[config.mk]
export PLATFORM = sky130hd
export DESIGN_NAME = tbdp_history
export DESIGN_NICKNAME = d
export VERILOG_FILES = /design/src/hw/rtl/tbdp_pkg.sv /design/src/hw/rtl/tbdp_history.sv
export SDC_FILE = /design/constraint.sdc
export NUM_CORES = 1
export LEC_CHECK = 0
export BUFFER_PORTS_ARGS = -buffer_cell sky130_fd_sc_hd__buf_2
export CAP_MARGIN = 20
export CORE_MARGIN = 1.5
export CORE_UTILIZATION = 40
export CTS_BUF_LIST = sky130_fd_sc_hd__clkbuf_8
export DETAILED_ROUTE_END_ITERATION = 8
export SYNTH_ARGS = -nofsm -noshare
export SYNTH_HDL_FRONTEND = slang
export SYNTH_SLANG_ARGS = --single-unit
[constraint.sdc]
create_clock -name clk -period 2.93 [get_ports clk]
set_clock_uncertainty 0.15 [all_clocks]
set_input_delay 0.4395 -clock clk [delete_from_list [all_inputs] [get_ports clk]]
set_output_delay 0.4395 -clock clk [all_outputs]
set_load 0.02 [all_outputs]
[src/hw/rtl/tbdp_pkg.sv]
// ----------------------------------------------------------------------------
// TAGE direction predictor package
// Default geometry, opcodes, register resets and transaction types.
// ----------------------------------------------------------------------------
`default_nettype none

package tbdp_pkg;

    localparam int NUM_TABLES_DEF        = 4;
    localparam int TABLE_INDEX_BITS_DEF  = 10;
    localparam int TAG_BITS_DEF          = 8;
    localparam int BASE_INDEX_BITS_DEF   = 12;
    localparam int HISTORY_BITS_DEF      = 128;
    localparam int CLEAR_PERIOD_BITS_DEF = 8;

    localparam int NUM_CFG_REGS = 4;
    localparam int CFG_ADDR_W   = 2;
    localparam int HLEN_W       = 7;

    localparam logic [HLEN_W-1:0] HLEN_RESET [NUM_CFG_REGS] = '{7'd5, 7'd12, 7'd27, 7'd60};

    localparam logic [1:0] OP_PREDICT = 2'd0;
    localparam logic [1:0] OP_UPDATE  = 2'd1;
    localparam logic [1:0] OP_SHIFT   = 2'd2;

    typedef struct packed {
        logic [1:0]  opcode;
        logic [31:0] pc;
        logic        outcome;
        logic        predicted_dir;
        logic        alternate_dir;
        logic [2:0]  provider_table;
        logic [15:0] random_word;
    } req_t;

    typedef struct packed {
        logic       prediction;
        logic       alt_prediction;
        logic [2:0] provider;
        logic [2:0] alt_provider;
    } rsp_t;

endpackage

`default_nettype wire

[src/hw/rtl/tbdp_history.sv]
// ----------------------------------------------------------------------------
// TAGE global and folded history
// Holds the global history shift register and the per-table index and tag folds.
// ----------------------------------------------------------------------------
`default_nettype none

module tbdp_history #(
    parameter int NUM_TABLES       = tbdp_pkg::NUM_TABLES_DEF,
    parameter int TABLE_INDEX_BITS = tbdp_pkg::TABLE_INDEX_BITS_DEF,
    parameter int TAG_BITS         = tbdp_pkg::TAG_BITS_DEF,
    parameter int HISTORY_BITS     = tbdp_pkg::HISTORY_BITS_DEF
) (
    input  wire logic                        clk,
    input  wire logic                        rst_n,
    input  wire logic                        shift_en,
    input  wire logic                        shift_bit,
    input  wire logic [tbdp_pkg::HLEN_W-1:0] hist_len [NUM_TABLES],
    output logic [TABLE_INDEX_BITS-1:0]      idx_fold [NUM_TABLES],
    output logic [TAG_BITS-1:0]              tag_fold_a [NUM_TABLES],
    output logic [TAG_BITS-2:0]              tag_fold_b [NUM_TABLES]
);
    import tbdp_pkg::*;

    localparam int HB      = $clog2(HISTORY_BITS);
    localparam int LEN_CNT = 1 << HLEN_W;

    logic [HISTORY_BITS-1:0]     ghist_reg;
    logic [HISTORY_BITS-1:0]     ghist_next;
    logic [TABLE_INDEX_BITS-1:0] idx_fold_reg [NUM_TABLES];
    logic [TAG_BITS-1:0]         fold_a_reg [NUM_TABLES];
    logic [TAG_BITS-2:0]         fold_b_reg [NUM_TABLES];
    logic [TABLE_INDEX_BITS-1:0] idx_fold_next [NUM_TABLES];
    logic [TAG_BITS-1:0]         fold_a_next [NUM_TABLES];
    logic [TAG_BITS-2:0]         fold_b_next [NUM_TABLES];
    logic [3:0]                  pos_i_tab [LEN_CNT];
    logic [3:0]                  pos_a_tab [LEN_CNT];
    logic [3:0]                  pos_b_tab [LEN_CNT];

    for (genvar i = 0; i < LEN_CNT; i++) begin : g_pos
        assign pos_i_tab[i] = 4'(i % TABLE_INDEX_BITS);
        assign pos_a_tab[i] = 4'(i % TAG_BITS);
        assign pos_b_tab[i] = 4'(i % (TAG_BITS - 1));
    end

    assign ghist_next = {ghist_reg[HISTORY_BITS-2:0], shift_bit};

    always_comb
    begin
        logic [8:0] len9;
        logic       lbit;
        len9 = '0;
        lbit = 1'b0;
        for (int t = 0; t < NUM_TABLES; t++)
        begin
            len9 = 9'(hist_len[t]);
            lbit = (len9 < 9'(HISTORY_BITS)) ? ghist_next[len9[HB-1:0]] : 1'b0;
            idx_fold_next[t] = {idx_fold_reg[t][TABLE_INDEX_BITS-2:0],
                                shift_bit ^ idx_fold_reg[t][TABLE_INDEX_BITS-1]}
                               ^ (TABLE_INDEX_BITS'(lbit) << pos_i_tab[hist_len[t]]);
            fold_a_next[t] = {fold_a_reg[t][TAG_BITS-2:0],
                              shift_bit ^ fold_a_reg[t][TAG_BITS-1]}
                             ^ (TAG_BITS'(lbit) << pos_a_tab[hist_len[t]]);
            fold_b_next[t] = {fold_b_reg[t][TAG_BITS-3:0],
                              shift_bit ^ fold_b_reg[t][TAG_BITS-2]}
                             ^ ((TAG_BITS-1)'(lbit) << pos_b_tab[hist_len[t]]);
        end
    end

    always_ff @(posedge clk or negedge rst_n)
    begin
        if (!rst_n)
        begin
            ghist_reg <= '0;
            for (int t = 0; t < NUM_TABLES; t++)
            begin
                idx_fold_reg[t] <= '0;
                fold_a_reg[t]   <= '0;
                fold_b_reg[t]   <= '0;
            end
        end
        else if (shift_en)
        begin
            ghist_reg <= ghist_next;
            for (int t = 0; t < NUM_TABLES; t++)
            begin
                idx_fold_reg[t] <= idx_fold_next[t];
                fold_a_reg[t]   <= fold_a_next[t];
                fold_b_reg[t]   <= fold_b_next[t];
            end
        end
    end

    assign idx_fold   = idx_fold_reg;
    assign tag_fold_a = fold_a_reg;
    assign tag_fold_b = fold_b_reg;

endmodule

`default_nettype wire

==> qor.yml <==
status: "finished, final reports clean"
cts_buffers: 43
p_leak_nw: 10.02
clock_path_buffers: 3
grt_pass1_vias: 16666
cap_violations: 0
htreeDepth: 2
dpl_cell_area_um2: 23140
ios: 132
crit_fanout: 14
worst-path-buf-inv: 2
insertedDiodeCount: 0
worstMarginPinSlew_ns: 0.8934
core_um2: 47550
cp.arrival_ns: 3.22
dp_hpwl_um: 44490
area_growth_pct: 25.32
wire_per_inst_um: 21.01
setup_viol: 0
drtPass1Iterations: 5
path_cells: "mux4_2 -> a22o_1 -> a211oi_2 -> buf_4 -> nor4_2 -> nor4_4 -> buf_12 -> nor4_1 -> xnor2_1 -> mux2_2"
vdd_drop_max_uv: 259.6
drc: 0
clock_latency_ns: 0.62
die_h_um: 222.1
cts_tree: "yes"
grt_pass1_wl_um: 94920
regArea_um2: 5685
timing_hold_violations_final: 0
post-place-ws_ns: -0.4739
post_cts_buffers: 0
dieWidth_um: 222.1
syn_inst: 1819
pwr_density_cell_nw_per_um2: 504.2
fin_area_um2: 24060
synth.top_cell.area_share: 0.2959
wl_um: 59470
dr_total_vias: 16771
synth-async-reset-ratio: 1.000
finalSetupTns_ns: 0
drive_above_1_share: 0.4255
row_count: 80
cp_top_family: "multiplexers"
grt_max_degree: 86
ys_ff_latch: 227
synth_ff_type: "dfrtp_1"
fp.dieArea_um2: 49320
initial_core_util: 0.4038
portBuffers: 131
post-route-period-util: 0.9794
synth_cell_types: 93
synthTopCellsByArea: "dfrtp_1 (30%), mux4_2 (16%), mux2_2 (9.7%)"
end_kind: "flop"
fill_cells: 4300
timing.fmax_mhz: 348.5
rsz0062_at_grt: "yes"
yosysTopAreaCell: "dfrtp_1"
globalplace.congestion: 0.9943
cp-start-kind: "flop"
cp.required_ns: 3.28
min_period_ns: 2.870
timing.hold.ws_ns: 0.1351
hold_class: "primary input to async pin"
clk_pin_slew_ns: 0.06
critical_path_class: "flop to flop"
nNetsFinal: 2257
utilization: 0.5060
report.final.slew_viol_count: 0
multi_input_area_um2: 12810
synth-edff-count: 0
viasPerCell: 5.924
ys_seq_area_frac: 0.2959
root_buffer: "clkbuf_8"
antenna_found_initial: 0
drtIter0Drc: 1513
syn_avg_cell_area_um2: 10.55
slowest_stage: "dfrtp_2"
ys_warn_count: 0
synth_nets: 1887
critPathMaxStageDelay_ns: 0.48
fin_ws_ns: 0.06038
cts_sinks: 227
max_slew_margin: 0.3968
overflow: 0
grt_usage: 0.2415
netlist_area_um2: 19200
largest_reg_flops: 127
antenna_left: 0
==> final timing paths <==
path / depth (start not counted) / startpoint / slack, ns / to
min in group clk: 2 / shift_en / 0.18 / ghist_reg[92]
max in group asynchronous: 3 / rst_n / 1.59 / tag_fold_a[6]
setup reg to reg: 10 / ghist_reg[79] / 0.06 / tag_fold_a[16]
hold reg to reg: 1 / tag_fold_b[21] / 0.41 / tag_fold_b[21]
hold / removal: 2 / rst_n / 0.14 / idx_fold[24]
setup / recovery: 10 / ghist_reg[79] / 0.06 / tag_fold_a[16]
==> cells in the mapped netlist (all sizes together) (5+ instances only) <==
cell    number
nor4        21
nor3b        7
xor2        46
a21o         6
clkinv      10
o211ai      23
inv         26
or3         12
nand2       63
nand3       40
a211oi      22
dfrtp      227
buf         89
a221oi      19
o31ai       10
nor2       140
nor3        44
and2        14
nand4       12
a31oi       14
nor2b       32
mux2i       85
a22oi       12
nand3b      10
nand2b      32
xnor2       65
o221ai      19
or2         10
o22ai        9
o311ai       7
a22o        11
o21a         6
a21oi      123
a311oi       6
o21ai       54
a32oi        5
and3         6
mux4       143
ha          36
mux2       165
a211o        5
clkbuf      77
==> per-stage QoR <==
stage               total power [W]  cells
finish                      0.01213   2831
global route                0.01279   2831
CTS                         0.01221   2831
detailed placement         0.009018   2758
global placement           0.008905   2758
floorplan                  0.007262   1819
==> metal layers <==
layer | up-vias | track usage | part of all wire
li1 | 7713 | - | -
met1 | 8348 | 0.3366 | 0.44
met2 | 592 | 0.3852 | 0.47
met3 | 118 | 0.04042 | 0.065
met4 | 0 | 0.07159 | 0.026
met5 | - | 0 | 0
==> cell families after synthesis <==
logic type | synth area share
compound gates | 0.1377
mux | 0.3110
buf+inv | 0.05403
xor+xnor | 0.05103
simple gates | 0.1269
flops | 0.2959
fa+ha+maj | 0.02346
==> report_power, final <==
part / switching, W / internal (W)
Combinational: 0.00237 / 0.00218
Clock: 0.00144 / 0.00171
Sequential: 0.000719 / 0.00372
Total: 0.00452 / 0.00761
==> placed cells by master, fill, tap and decap left out, drive strengths merged, types with 36 or more instances in the layout <==
cell and count:
ha 36, xnor2 65, o21ai 54, mux4 143, inv 36, xor2 46, nand3 40, nand2 63
mux2i 85, buf 490, nor3 44, mux2 165, clkbuf 53, nor2 140, a21oi 123, dfrtp 227
==> layout make-up <==
type,count,share of cell area
Timing Repair Buffer,491,0.1568
Sequential cell,227,0.2363
Clock buffer,53,0.03032
Multi-Input combinational cell,1390,0.5325
Clock inverter,19,0.004732
Tap cell,615,0.03198
Inverter,36,0.007333
==> timing repair <==
item                       in CTS  in global routing
hold endpoints to repair      141                  0
pin swaps                       1                  2
hold buffers                    1                  0
setup endpoints to repair      14                 40
gates resized for setup         1                 16
No activity file was read; power rests on OpenSTA's default activity.
